==> config.mk <==
export PLATFORM = sky130hd
export DESIGN_NAME = gna_ctrl
export DESIGN_NICKNAME = d
export VERILOG_FILES = /design/src/rtl/core/gna_pkg.sv /design/src/rtl/core/gna_ctrl.sv
export SDC_FILE = /design/constraint.sdc
export NUM_CORES = 1
export LEC_CHECK = 0
export BUFFER_PORTS_ARGS = -buffer_cell sky130_fd_sc_hd__clkbuf_2
export CORE_AREA = 2 2 39 41
export CTS_CLUSTER_DIAMETER = 60
export DETAILED_ROUTE_END_ITERATION = 8
export DIE_AREA = 0 0 41 43
export RECOVER_POWER = 50
export SLEW_MARGIN = 20
export SYNTH_ARGS = -nofsm -noshare
export SYNTH_HDL_FRONTEND = slang
export SYNTH_SLANG_ARGS = --single-unit
==> constraint.sdc <==
create_clock -name clk_i -period 1.4 [get_ports clk_i]
set_input_delay 0.35 -clock clk_i [delete_from_list [all_inputs] [get_ports clk_i]]
set_output_delay 0.35 -clock clk_i [all_outputs]
set_load 0.01 [all_outputs]
==> src/rtl/core/gna_pkg.sv <==
// Package for the greedy nearest assignment unit: op codes and shared types.
// No dependencies.
`default_nettype none
package gna_pkg;
  localparam logic [1:0] OpLoadAgent = 2'd0;
  localparam logic [1:0] OpLoadTask  = 2'd1;
  localparam logic [1:0] OpRun       = 2'd2;

  // commands from the controller to the datapath
  typedef struct packed {
    logic load;       // store the captured item (agent or task)
    logic scan_init;  // start a scan pass, clear the best tracker of the current phase
    logic scan_step;  // evaluate the entry under the scan pointer
    logic commit;     // mark the chosen task done and agent taken
    logic clear;      // empty both stores
  } gna_cmd_t;

  // status from the datapath to the controller
  typedef struct packed {
    logic scan_end;   // scan pointer is at the last slot
    logic have_task;  // an open task was found
    logic have_agent; // a free agent was found
  } gna_sts_t;
endpackage
`default_nettype wire

==> src/rtl/core/gna_ctrl.sv <==
// Controller state machine sequencing loads, scan passes and result transfers.
// Depends on gna_pkg.
`default_nettype none
module gna_ctrl (
  input  wire logic              clk_i,
  input  wire logic              rst_ni,
  input  wire logic              in_fire_i,
  input  wire logic [1:0]        op_i,
  input  wire logic              out_ready_i,
  input  wire gna_pkg::gna_sts_t sts_i,
  output gna_pkg::gna_cmd_t      cmd_o,
  output logic                   phase_o,
  output logic                   in_ready_o,
  output logic                   out_valid_o,
  output logic                   out_pair_o,
  output logic                   out_last_o
);
  import gna_pkg::*;
  localparam logic [2:0] StIdle  = 3'd0;
  localparam logic [2:0] StTscan = 3'd1;
  localparam logic [2:0] StAinit = 3'd2;
  localparam logic [2:0] StAscan = 3'd3;
  localparam logic [2:0] StEmit  = 3'd4;
  localparam logic [2:0] StFinal = 3'd5;

  logic [2:0] state_q, state_d;
  // rounds: bounded by task slots, one task done per pass
  always_comb begin
    state_d = state_q;
    cmd_o = '0;
    phase_o = (state_q == StAinit) || (state_q == StAscan);
    in_ready_o = (state_q == StIdle);
    out_valid_o = 1'b0; out_pair_o = 1'b0; out_last_o = 1'b0;
    case (state_q)
      StIdle: begin
        if (in_fire_i) begin
          if (op_i == OpRun) begin
            cmd_o.scan_init = 1'b1; state_d = StTscan;
          end else cmd_o.load = 1'b1;
        end
      end
      StTscan: begin
        cmd_o.scan_step = 1'b1;
        if (sts_i.scan_end) state_d = StAinit;
      end
      StAinit: begin
        if (!sts_i.have_task) state_d = StFinal;
        else begin
          cmd_o.scan_init = 1'b1; state_d = StAscan;
        end
      end
      StAscan: begin
        cmd_o.scan_step = 1'b1;
        if (sts_i.scan_end) state_d = StEmit;
      end
      StEmit: begin
        if (!sts_i.have_agent) begin
          cmd_o.commit = 1'b1; cmd_o.scan_init = 1'b1; state_d = StTscan;
        end else begin
          out_valid_o = 1'b1; out_pair_o = 1'b1;
          if (out_ready_i) begin
            cmd_o.commit = 1'b1; cmd_o.scan_init = 1'b1; state_d = StTscan;
          end
        end
      end
      StFinal: begin
        // last marker rides on the held pair when pairs came earlier, else on an empty transfer
        out_valid_o = 1'b1; out_last_o = 1'b1;
        if (out_ready_i) begin
          cmd_o.clear = 1'b1; state_d = StIdle;
        end
      end
      default: state_d = StIdle;
    endcase
  end

  always_ff @(posedge clk_i or negedge rst_ni) begin
    if (!rst_ni) state_q <= StIdle;
    else state_q <= state_d;
  end
endmodule
`default_nettype wire

Word level (Yosys, flattened, before mapping)
Index checks and enable logic that the tools add are counted.
Word-level totals
  output and inout port bits: 10
  register bits: 3
  input port bits: 9
  word-level logic and storage cells: 41
Cells by class
  reduce and logical (&&, ||, !) cells: 4
  equal/unequal tests: 12
  muxes and demuxes: 24
Operators by type and width (count)
  3-bit 2-to-1 mux: 8
  3-bit case mux with 6 select lines: 1
  1-bit 2-to-1 mux: 12
  2-bit inequality test, second input constant: 4
  3-bit by 2-bit equality test with 1-bit output, second input constant: 2
  3-bit equality test, second input constant: 2
  6-bit AND reduction: 1
  3-bit by 1-bit equality test with 1-bit output, second input constant: 1
  3-bit zero test: 1
  3-bit inequality test, second input constant: 1
  1-bit case mux with 3 select lines: 1
  2-bit equality test, second input constant: 1
  2-bit 2-to-1 mux: 1
  2-bit by 1-bit inequality test with 1-bit output, second input constant: 1
  1-bit case mux with 2 select lines: 1
  2-bit OR reduction: 1
  1-bit logical OR: 1

Longest topological paths before layout
Gate-level depths: netlist of run 1.
  word-level depth: 4
  depth in mapped cells: 4
  mapped depth without buffers: 3

Worst setup path before layout of run 1
Ideal clock, no wire load.
  path kind: register -> output
  start point: register state_q[2]
  end point: output cmd_o[3] (netlist bit)
  required time: 1.050 ns
  cell stages (with the launch flop): 5
  path slack: -0.008 ns
  path buffers: 1
  arrival: 1.058 ns
  cells stage by stage: dfrtp_1 > buf_6 > nor3_2 > nand2_1 > o22ai_2
RTL lines
  from (decl): line gna_ctrl.sv:26  | logic [2:0] state_q, state_d;
  from (signal assigned): line gna_ctrl.sv:78  | if (!rst_ni) state_q <= StIdle;
  from (signal assigned): line gna_ctrl.sv:79  | else state_q <= state_d;
  to (decl): line gna_ctrl.sv:11  | output gna_pkg::gna_cmd_t cmd_o,

==> impl_table.tex, run 1 <==
\begin{tabular}{lr}
\hline
Metric & Value \\
\hline
\multicolumn{2}{l}{\textbf{Status}} \\
Result of the run & finished, violations left \\
Violations in the final reports & negative setup slack \\
\multicolumn{2}{l}{\textbf{STA}} \\
Portion of the clock cycle consumed by the worst path in the final layout & 117\% \\
Total negative slack & -1.32 ns \\
RSZ-0062 raised after global routing & true \\
Least-Margin Pin Slew & 0.220 ns \\
Worst slew margin relative to its limit & 85.2\% \\
Hold Worst Slack & 0.379 ns \\
Final clock skew & 0.00547 ns \\
Setup WS post-layout & -0.237 ns \\
Slew Viols, Final & 0 \\
Post-layout min period & 1.64 ns \\
Final setup violation count & 10 \\
Max Freq & 0.611 GHz \\
Final Hold Fails & 0 \\
\multicolumn{2}{l}{\textbf{Setup path}} \\
Biggest fanout along the worst timing path & 4 \\
Endpoint arrival time on the critical path & 1.29 ns \\
Reg-to-reg critical path startpoint & state\_q[1] \\
Cell-by-cell listing of the critical path & buf\_6 -> nor3\_4 -> nand2\_1 -> o22ai\_2 -> buf\_2 \\
Maximum cell stage delay along the critical path & 0.44 ns \\
Critical path endpoint category & output pin \\
Crit path from & state\_q[1] \\
CP required & 1.05 ns \\
Worst setup slack for register-to-register paths & 0.05 ns \\
Sort of element at the start of the critical path & register \\
Cell with the biggest individual delay on the critical path & sky130\_fd\_sc\_hd\_\_dfrtp\_2 \\
Class of the most critical setup path & register to output pin \\
\multicolumn{2}{l}{\textbf{Logic synthesis}} \\
Area share of the largest cell type after synthesis & 23.7\% \\
Avg Synthesized Cell Area & 8.56 um2 \\
Synthesized area & 317 um2 \\
Most common flop cell mapped by yosys & sky130\_fd\_sc\_hd\_\_dfrtp\_1 \\
Post-synth cell types & 24 \\
Post-synthesis net count & 46 \\
Total of warnings raised by yosys & 0 \\
Synth async-reset ratio & 100\% \\
Number of enable flip-flop cells after synthesis & 0 \\
Cell taking the most area after synthesis & sky130\_fd\_sc\_hd\_\_dfrtp\_1 \\
Flip-flop and latch count after synthesis & 3 \\
Commonest cells in the netlist & sky130\_fd\_sc\_hd\_\_nor2\_1 (5), sky130\_fd\_sc\_hd\_\_a21oi\_1 (3), sky130\_fd\_sc\_hd\_\_dfrtp\_1 (3), sky130\_fd\_sc\_hd\_\_nor2b\_1 (3) \\
Most frequent cell after synthesis & sky130\_fd\_sc\_hd\_\_nor2\_1 \\
Synth Instances & 37 \\
Share of the yosys chip area belonging to registers & 23.7\% \\
Biggest area contributors in the synthesized netlist & sky130\_fd\_sc\_hd\_\_dfrtp\_1 (24\%), sky130\_fd\_sc\_hd\_\_buf\_6 (7.1\%), sky130\_fd\_sc\_hd\_\_nor2\_1 (5.9\%) \\
\multicolumn{2}{l}{\textbf{Floorplan}} \\
Initial Util & 22.9\% \\
Die outline height & 43 um \\
Boundary Pins & 19 \\
Horizontal die dimension & 41 um \\
Full die area & 1760 um2 \\
Number of placement rows & 14 \\
Placeable Area & 1380 um2 \\
\multicolumn{2}{l}{\textbf{Clock network}} \\
Number of buffers added by the clock tree synthesis step & 3 \\
Clock root cell & sky130\_fd\_sc\_hd\_\_clkbuf\_4 \\
Insertion delay of the later-clocked pin in the worst-skew pair & 0.23 ns \\
TritonCTS clock tree & done \\
Clock tree sinks & 3 \\
CTS H-tree depth & 1 \\
Clock slew at reported path FFs & 0.04 ns \\
Clock tree buffer depth & 2 \\
\multicolumn{2}{l}{\textbf{Cells and area}} \\
Net total in the final layout & 79 \\
Top flop regs & state\_q (3) \\
Top register by number of flip-flops & state\_q \\
Largest register FFs & 3 \\
Area delta synth->final & 94.9\% \\
Layout cell share with drive strength beyond 1 & 69.6\% \\
Antenna Diode Count & 0 \\
\multicolumn{2}{l}{\textbf{Min path}} \\
Path class of the lowest-slack min-delay path & input pin to register \\
Hold Startpoint & out\_ready\_i \\
\multicolumn{2}{l}{\textbf{Place}} \\
Total of buffers placed on input and output ports & 18 \\
Half-perimeter wire length of the detailed placement result & 670 um \\
Dpl ws & -0.0226 ns \\
Routability Congestion & 0.743 \\
\multicolumn{2}{l}{\textbf{Routing}} \\
Final routed wire length divided by cell count & 11.0 um \\
Avg Vias per Cell & 4.53 \\
Wire length after detailed routing & 939 um \\
Number of antenna-violating nets in the routed design & 0 \\
Via count & 385 \\
Length of the first detailed-routing pass in iterations & 2 \\
Initial drt markers & 1 \\
Drc violations & 0 \\
\multicolumn{2}{l}{\textbf{Pwr}} \\
Reg power frac & 16.3\% \\
Psw & 567 uW \\
Internal power of the cells & 856 uW \\
Comb pwr share & 73.0\% \\
Clock Power Share & 10.7\% \\
Power consumption & 1.42 mW \\
Maximum resistive drop on vdd & 652 uV \\
Leakage power of the design & 0.292 nW \\
Power density over cell area & 2310 nW/um2 \\
Switching share of power & 39.8\% \\
\multicolumn{2}{l}{\textbf{Global routing}} \\
Total global-route track usage & 10.7\% \\
Antenna violations before repair & 0 \\
Largest net degree at the start of global routing & 15 \\
Global-route congestion overflow total & 0 \\
Wire length of the first global-routing pass & 1280 um \\
Vias in the first global route & 341 \\
\multicolumn{2}{l}{\textbf{Flow run}} \\
Max-Cap Viols & 0 \\
\hline
\end{tabular}
-- worst max-delay path: cells and delay by family, from the launching register on --
kind	cells	cell delay, ns
AO/OA/AOI/OAI	1	0.13
buffers and inverters	2	0.27
flip-flops	1	0.44
AND/OR/NAND/NOR	2	0.21
-- placed cells by master, fill, tap and decap left out, types with 2 or more instances in the layout --
| cell | netlist | final |
|---|---|---|
| sky130_fd_sc_hd__buf_4 | 1 | 5 |
| sky130_fd_sc_hd__dfrtp_2 | 0 | 3 |
| sky130_fd_sc_hd__nor2_4 | 0 | 2 |
| sky130_fd_sc_hd__nor2_1 | 5 | 2 |
| sky130_fd_sc_hd__a21oi_1 | 3 | 3 |
| sky130_fd_sc_hd__and2_4 | 1 | 2 |
| sky130_fd_sc_hd__clkbuf_1 | 0 | 2 |
| sky130_fd_sc_hd__and3_1 | 2 | 2 |
| sky130_fd_sc_hd__buf_6 | 2 | 10 |
| sky130_fd_sc_hd__clkbuf_2 | 0 | 7 |
| sky130_fd_sc_hd__clkbuf_4 | 0 | 3 |
| sky130_fd_sc_hd__nor2b_4 | 0 | 2 |
| sky130_fd_sc_hd__nand2_1 | 2 | 2 |
| sky130_fd_sc_hd__buf_2 | 0 | 7 |
-- logic make-up after synthesis --
logic type | synth area share [%]
buffers and inverters | 9.49
xor gates and xnor gates | 2.77
AOI/OAI and AO/OA | 24.9
DFF | 23.7
and+or+nand+nor | 39.1
-- path summary, 6_finish.rpt --
check	to	cells past startpoint
worst max register to register	state_q[0]	7
max in group asynchronous	state_q[2]	2
min in group asynchronous	state_q[0]	2
worst min register to register	state_q[1]	2
worst max-delay path	cmd_o[3]	5
worst min-delay path	state_q[2]	2
-- power by group through the flow --
| stage | clock [mW] | combinational (mW) | sequential [mW] |
|---|---|---|---|
| after floorplan | 0 | 0.539 | 0.168 |
| after global placement | 0 | 0.743 | 0.204 |
| after detailed placement | 0 | 0.757 | 0.204 |
| after CTS | 0.163 | 0.871 | 0.219 |
| after global routing | 0.170 | 1.12 | 0.239 |
| final | 0.153 | 1.04 | 0.231 |
-- through the flow --
step           std cells  instance area (um2)  util (%)
3_5_place_dp          76                  463      33.5
3_3_place_gp          76                  463      33.5
2_1_floorplan         37                  323         -
5_1_grt               85                  617      44.6
4_1_cts               83                  542      39.2
6_report              85                  617      44.6
-- metal layers --
metal	track usage [%]	routed length (um)	up-vias	share of wire, %
li1	-	-	199	-
met1	13.5	430	178	46
met2	16.3	481	8	51
met3	0	26	0	2.8
met4	8.00	0	0	0
met5	0	0	-	0
-- repair_timing --
item / in CTS / in global routing
setup buffers: 2 / 2
endpoints found under the setup margin: 10 / 11
gates cloned: 0 / 1
hold buffers: 1 / 0
hold endpoints to repair: 3 / 0
pin swaps: 4 / 2
resized for setup: 9 / 26
-- layout make-up --
cell class	instances	area [um2]
clock buffer	4	26.3
fill	139	767
multi-input combinational	31	258
sequential	3	78.8
tap	16	20.0
timing repair buffer	31	234
No activity file was read; power rests on OpenSTA's default activity.
==> inputs of run 2 (changes only) <==
--- a/config.mk
+++ b/config.mk
@@ -10,7 +10,9 @@
 export CTS_CLUSTER_DIAMETER = 60
 export DETAILED_ROUTE_END_ITERATION = 8
 export DIE_AREA = 0 0 41 43
+export MAX_ROUTING_LAYER = met4
 export RECOVER_POWER = 50
+export SKIP_CTS_REPAIR_TIMING = 1
 export SLEW_MARGIN = 20
 export SYNTH_ARGS = -nofsm -noshare
 export SYNTH_HDL_FRONTEND = slang
==> run 2 against run 1 <==
Net effect:
- the flow still finishes with violations (negative setup slack)
- total power down 8.7%
- first-iteration DRC count stayed put
- register-to-register slack improved by 0.09 ns
- clock power hardly changed
- critical path type unchanged
==> impl_table.tex, run 2 (synthesis gave the netlist of run 1 again) <==
\begin{tabular}{lr}
\hline
Metric & Value \\
\hline
\multicolumn{2}{l}{\textbf{Routing}} \\
Via count & 370 (-3.9\%) \\
Length of the first detailed-routing pass in iterations & 2 (unchanged) \\
Drc violations & 0 (unchanged) \\
Final routed wire length divided by cell count & 11.0 um (-0.54\%) \\
Wire length after detailed routing & 912 um (-2.9\%) \\
Initial drt markers & 1 (unchanged) \\
Avg Vias per Cell & 4.46 (-1.6\%) \\
Number of antenna-violating nets in the routed design & 0 (unchanged) \\
\multicolumn{2}{l}{\textbf{STA}} \\
Slew Viols, Final & 0 (unchanged) \\
Final Hold Fails & 0 (unchanged) \\
Final clock skew & 0.00634 ns (+0.000877 ns) \\
Worst slew margin relative to its limit & 84.8\% (-0.44 points) \\
Hold Worst Slack & 0.373 ns (-0.00613 ns) \\
RSZ-0062 raised after global routing & true \\
Post-layout min period & 1.63 ns (-0.00786 ns) \\
Least-Margin Pin Slew & 0.227 ns (+0.00711 ns) \\
Final setup violation count & 10 (unchanged) \\
Setup WS post-layout & -0.229 ns (+0.00786 ns) \\
Portion of the clock cycle consumed by the worst path in the final layout & 116\% (-0.56 points) \\
Max Freq & 0.614 GHz (+0.48\%) \\
\multicolumn{2}{l}{\textbf{Global routing}} \\
Total global-route track usage & 10.1\% (-0.56 points) \\
Global-route congestion overflow total & 0 (unchanged) \\
Largest net degree at the start of global routing & 15 (unchanged) \\
Antenna violations before repair & 0 (unchanged) \\
Wire length of the first global-routing pass & 1180 um (-8.1\%) \\
Vias in the first global route & 312 (-8.5\%) \\
\multicolumn{2}{l}{\textbf{Floorplan}} \\
Number of placement rows & 14 (unchanged) \\
Die outline height & 43 um (unchanged) \\
Placeable Area & 1380 um2 (unchanged) \\
Boundary Pins & 19 (unchanged) \\
Full die area & 1760 um2 (unchanged) \\
Initial Util & 22.9\% (unchanged) \\
Horizontal die dimension & 41 um (unchanged) \\
\multicolumn{2}{l}{\textbf{Place}} \\
Half-perimeter wire length of the detailed placement result & 670 um (unchanged) \\
Total of buffers placed on input and output ports & 18 (unchanged) \\
Placed Area & 463 um2 (unchanged) \\
Routability Congestion & 0.752 (+1.3\%) \\
\multicolumn{2}{l}{\textbf{Pwr}} \\
Reg power frac & 16.9\% (+0.6 points) \\
Maximum resistive drop on vdd & 500 uV (-23\%) \\
Psw & 524 uW (-7.6\%) \\
Comb pwr share & 71.1\% (-1.9 points) \\
Clock Power Share & 11.9\% (+1.2 points) \\
Leakage power of the design & 0.275 nW (-6.0\%) \\
Internal power of the cells & 775 uW (-9.5\%) \\
Switching share of power & 40.3\% (+0.48 points) \\
Power density over cell area & 2310 nW/um2 (about the same) \\
\multicolumn{2}{l}{\textbf{Min path}} \\
Path class of the lowest-slack min-delay path & input pin to register \\
\multicolumn{2}{l}{\textbf{Setup path}} \\
Biggest fanout along the worst timing path & 4 (unchanged) \\
CP required & 1.05 ns (about the same) \\
Critical path endpoint category & output pin \\
Class of the most critical setup path & register to output pin \\
Endpoint arrival time on the critical path & 1.28 ns (about the same) \\
Sort of element at the start of the critical path & register \\
\multicolumn{2}{l}{\textbf{Flow run}} \\
Max-Cap Viols & 0 (unchanged) \\
\multicolumn{2}{l}{\textbf{Cells and area}} \\
Final standard cell utilization of the core & 40.7\% (-3.9 points) \\
Final design instance area without fill & 563 um2 (-8.7\%) \\
Most used cells in the layout excluding fill and tap cells & sky130\_fd\_sc\_hd\_\_buf\_2 (8), sky130\_fd\_sc\_hd\_\_clkbuf\_2 (7), sky130\_fd\_sc\_hd\_\_buf\_6 (6), sky130\_fd\_sc\_hd\_\_buf\_4 (6) \\
Top flop regs & state\_q (3) \\
Antenna Diode Count & 0 (unchanged) \\
Largest register FFs & 3 (unchanged) \\
Most common cell after layout, fill and taps aside & sky130\_fd\_sc\_hd\_\_buf\_2 \\
Net total in the final layout & 77 (-2.5\%) \\
Top register by number of flip-flops & state\_q \\
Filler cells & 148 (+6.5\%) \\
Layout cell share with drive strength beyond 1 & 64.2\% (-5.4 points) \\
Area delta synth->final & 77.9\% \\
\multicolumn{2}{l}{\textbf{Clock network}} \\
Clock slew at reported path FFs & 0.04 ns (about the same) \\
TritonCTS clock tree & done \\
Clock tree buffer depth & 2 (unchanged) \\
Clock root cell & sky130\_fd\_sc\_hd\_\_clkbuf\_4 \\
CTS H-tree depth & 1 (unchanged) \\
Clock tree sinks & 3 (unchanged) \\
Number of buffers added by the clock tree synthesis step & 3 (unchanged) \\
Insertion delay of the later-clocked pin in the worst-skew pair & 0.23 ns (about the same) \\
\multicolumn{2}{l}{\textbf{Status}} \\
Result of the run & finished, violations left \\
Violations in the final reports & negative setup slack \\
\hline
\end{tabular}
run 2: changes by cell type in the layout (fill, tap and decap cells not counted), sizes merged:
cell | before | now
buf | 22 | 20
run 2: path summary, 6_finish.rpt:
kind	from	endpoint	slack, ns	cells after the start
setup / recovery	state_q[1]	cmd_o[3]	-0.23	5
hold / removal	out_ready_i	state_q[2]	0.37	2
setup reg to reg	state_q[1]	state_q[0]	0.14	6
hold reg to reg	state_q[2]	state_q[1]	0.67	2
max in group asynchronous	rst_ni	state_q[2]	0.78	2
min in group asynchronous	rst_ni	state_q[0]	0.45	2
run 2: final cells by class:
class	count	area (um2)	area share [%]
Sequential cell	3	77.6	13.8
Multi-Input combinational cell	31	238	42.2
Tap cell	16	20.0	3.56
Timing Repair Buffer	29	201	35.8
Clock buffer	4	26.3	4.67
run 2: power groups by stage:
stage          clock [mW]  combinational, mW  sequential, mW
5_1_grt             0.170              0.996           0.229
4_1_cts             0.163              0.755           0.208
3_3_place_gp            0              0.743           0.204
3_5_place_dp            0              0.757           0.204
2_1_floorplan           0              0.539           0.168
6_report            0.155              0.924           0.220
run 2: stage by stage:
step                      TNS [ns]  total power, mW  instances  setup slack (ns)
after floorplan                  0            0.708         37            0.0533
after global placement     -0.0188            0.947         76           -0.0188
after detailed placement   -0.0226            0.962         76           -0.0226
after CTS                    -1.88             1.13         80            -0.279
after global routing         -2.02             1.39         83            -0.291
final                        -1.41             1.30         83            -0.229
run 2: routing by layer:
layer / part of all wire [%] / GRT usage, % / vias up
met5: 0 / - / -
met4: 0 / 8.00 / 0
met3: 2.9 / 0 / 0
met2: 52 / 15.3 / 8
met1: 45 / 11.9 / 170
li1: - / - / 192
run 2: critical path: stages (launching register included):
cell and delay, ns:
sky130_fd_sc_hd__dfrtp_2 0.43, sky130_fd_sc_hd__buf_6 0.13, sky130_fd_sc_hd__nor3_4 0.13, sky130_fd_sc_hd__nand2_1 0.08, sky130_fd_sc_hd__o22ai_2 0.13, sky130_fd_sc_hd__buf_2 0.14
==> inputs of run 3 (changes only) <==
--- a/config.mk
+++ b/config.mk
@@ -5,6 +5,7 @@
 export SDC_FILE = /design/constraint.sdc
 export NUM_CORES = 1
 export LEC_CHECK = 0
+export ABC_CLOCK_PERIOD_IN_PS = 1800
 export BUFFER_PORTS_ARGS = -buffer_cell sky130_fd_sc_hd__clkbuf_2
 export CORE_AREA = 2 2 39 41
 export CTS_CLUSTER_DIAMETER = 60
==> constraint.sdc (replaced) <==
create_clock -name clk_i -period 1.8 [get_ports clk_i]
set_input_delay 0.45 -clock clk_i [delete_from_list [all_inputs] [get_ports clk_i]]
set_output_delay 0.45 -clock clk_i [all_outputs]
set_load 0.01 [all_outputs]
==> run 3 against run 2 <==
Net effect:
- worst hold slack better by 0.090 ns
- clock power fell by 21%
- first-iteration DRC count rose to 4.0 times the previous value
- highest routed layer unchanged
- global-route usage is 0.20 points higher
- wire length fell by 8.3%
- total power is 39% lower
- critical path type unchanged
- combinational power decreased by 49%
- clock skew is essentially flat
- core utilization down 7.4 points
- the flow now finishes without violations
==> impl_table.tex, run 3 (synthesis gave the netlist of run 1 again) <==
\begin{tabular}{lr}
\hline
Metric & Value \\
\hline
\multicolumn{2}{l}{\textbf{Place}} \\
Dpl ws & 0.174 ns (+0.196 ns) \\
Total of buffers placed on input and output ports & 18 (unchanged) \\
Placed Area & 404 um2 (-13\%) \\
Half-perimeter wire length of the detailed placement result & 590 um (-12\%) \\
Routability Congestion & 0.738 (-1.8\%) \\
\multicolumn{2}{l}{\textbf{Routing}} \\
Number of antenna-violating nets in the routed design & 0 (unchanged) \\
Via count & 345 (-6.8\%) \\
Avg Vias per Cell & 4.54 (+1.8\%) \\
Length of the first detailed-routing pass in iterations & 3 (+1) \\
Initial drt markers & 4 (+3) \\
Final routed wire length divided by cell count & 11.0 um (+0.11\%) \\
Drc violations & 0 (unchanged) \\
Wire length after detailed routing & 836 um (-8.3\%) \\
\multicolumn{2}{l}{\textbf{Setup path}} \\
Sort of element at the start of the critical path & register \\
Biggest fanout along the worst timing path & 8 (+4) \\
Class of the most critical setup path & register to output pin \\
CP required & 1.35 ns (+0.30 ns) \\
Critical path endpoint category & output pin \\
Endpoint arrival time on the critical path & 1.35 ns (+0.07 ns) \\
\multicolumn{2}{l}{\textbf{Clock network}} \\
Clock tree sinks & 3 (unchanged) \\
Number of buffers added by the clock tree synthesis step & 3 (unchanged) \\
Clock tree buffer depth & 2 (unchanged) \\
TritonCTS clock tree & done \\
CTS H-tree depth & 1 (unchanged) \\
Clock slew at reported path FFs & 0.04 ns (about the same) \\
Insertion delay of the later-clocked pin in the worst-skew pair & 0.24 ns (about the same) \\
Clock root cell & sky130\_fd\_sc\_hd\_\_clkbuf\_4 \\
\multicolumn{2}{l}{\textbf{STA}} \\
Worst slew margin relative to its limit & 83.9\% (-0.89 points) \\
RSZ-0062 raised after global routing & true \\
Least-Margin Pin Slew & 0.242 ns (+0.0147 ns) \\
Final clock skew & 0.00682 ns (+0.000481 ns) \\
Portion of the clock cycle consumed by the worst path in the final layout & 99.9\% \\
Slew Viols, Final & 0 (unchanged) \\
Hold Worst Slack & 0.462 ns (+0.0895 ns) \\
Post-layout min period & 1.80 ns \\
Final Hold Fails & 0 (unchanged) \\
Final setup violation count & 0 (-10) \\
Max Freq & 0.556 GHz \\
Setup WS post-layout & 0.00154 ns (+0.230 ns) \\
\multicolumn{2}{l}{\textbf{Status}} \\
Result of the run & complete, no violations \\
\multicolumn{2}{l}{\textbf{Floorplan}} \\
Boundary Pins & 19 (unchanged) \\
Placeable Area & 1380 um2 (unchanged) \\
Horizontal die dimension & 41 um (unchanged) \\
Initial Util & 22.9\% (unchanged) \\
Die outline height & 43 um (unchanged) \\
Number of placement rows & 14 (unchanged) \\
Full die area & 1760 um2 (unchanged) \\
\multicolumn{2}{l}{\textbf{Global routing}} \\
Total global-route track usage & 10.3\% (+0.20 points) \\
Wire length of the first global-routing pass & 1210 um (+3.0\%) \\
Vias in the first global route & 284 (-9.0\%) \\
Global-route congestion overflow total & 0 (unchanged) \\
Antenna violations before repair & 0 (unchanged) \\
Largest net degree at the start of global routing & 15 (unchanged) \\
\multicolumn{2}{l}{\textbf{Cells and area}} \\
Final standard cell utilization of the core & 33.3\% (-7.4 points) \\
Top flop regs & state\_q (3) \\
Final design instance area without fill & 460 um2 (-18\%) \\
Layout cell share with drive strength beyond 1 & 50.0\% (-14 points) \\
Antenna Diode Count & 0 (unchanged) \\
Net total in the final layout & 70 (-9.1\%) \\
Area delta synth->final & 45.5\% \\
Most used cells in the layout excluding fill and tap cells & sky130\_fd\_sc\_hd\_\_clkbuf\_2 (16), sky130\_fd\_sc\_hd\_\_nor2\_1 (5) \\
Largest register FFs & 3 (unchanged) \\
Top register by number of flip-flops & state\_q \\
Most common cell after layout, fill and taps aside & sky130\_fd\_sc\_hd\_\_clkbuf\_2 \\
\multicolumn{2}{l}{\textbf{Flow run}} \\
Max-Cap Viols & 0 (unchanged) \\
\multicolumn{2}{l}{\textbf{Pwr}} \\
Maximum resistive drop on vdd & 567 uV (+13\%) \\
Power density over cell area & 1720 nW/um2 (-26\%) \\
Power consumption & 790 uW (-39\%) \\
Leakage power of the design & 0.219 nW (-20\%) \\
\multicolumn{2}{l}{\textbf{Min path}} \\
Path class of the lowest-slack min-delay path & input pin to register \\
\hline
\end{tabular}
## run 3: cell count changes in the layout (fill, tap and decap cells not counted), sizes merged
cell / change
clkbuf: +9
buf: -16
## run 3: final cells by class
cell class | instances | area, um2
Clock buffer | 4 | 26.3
Fill cell | 153 | 923
Multi-Input combinational cell | 31 | 215
Sequential cell | 3 | 77.6
Tap cell | 16 | 20.0
Timing Repair Buffer | 22 | 121
## run 3: power breakdown
part	switching [mW]	total [mW]	internal (mW)	leakage, nW
Combinational	0.228	0.472	0.244	0.169
Sequential	0.0890	0.196	0.107	0.0350
Clock	0.0390	0.122	0.0834	0.0150
Total	0.356	0.790	0.434	0.219
## run 3: worst paths after layout
kind	cells past startpoint	start	to	slack, ns
min in group asynchronous	2	rst_ni	state_q[0]	0.56
min	2	out_ready_i	state_q[2]	0.46
max	4	state_q[1]	cmd_o[3]	0.002
max reg2reg	4	state_q[0]	state_q[0]	0.58
min reg2reg	1	state_q[2]	state_q[1]	0.59
max in group asynchronous	2	rst_ni	state_q[2]	1.06
## run 3: layer usage
layer	part of all wire (%)	vias up	track usage, %
li1	-	178	-
met2	48	12	13.1
met4	0	0	6.00
met1	45	155	13.8
met3	6.9	0	3.14
met5	0	-	-
## run 3: critical path, stage by stage (launching register included)
cell and delay [ns]:
sky130_fd_sc_hd__dfrtp_2 0.47, sky130_fd_sc_hd__nand2b_4 0.19, sky130_fd_sc_hd__o22a_1 0.22, sky130_fd_sc_hd__o22ai_2 0.08, sky130_fd_sc_hd__buf_2 0.14
## run 3: per-stage QoR
step	cells	TNS [ns]
4_1_cts	73	-0.0626
2_1_floorplan	37	0
5_1_grt	76	-0.0399
3_3_place_gp	69	0
6_report	76	0
3_5_place_dp	69	0
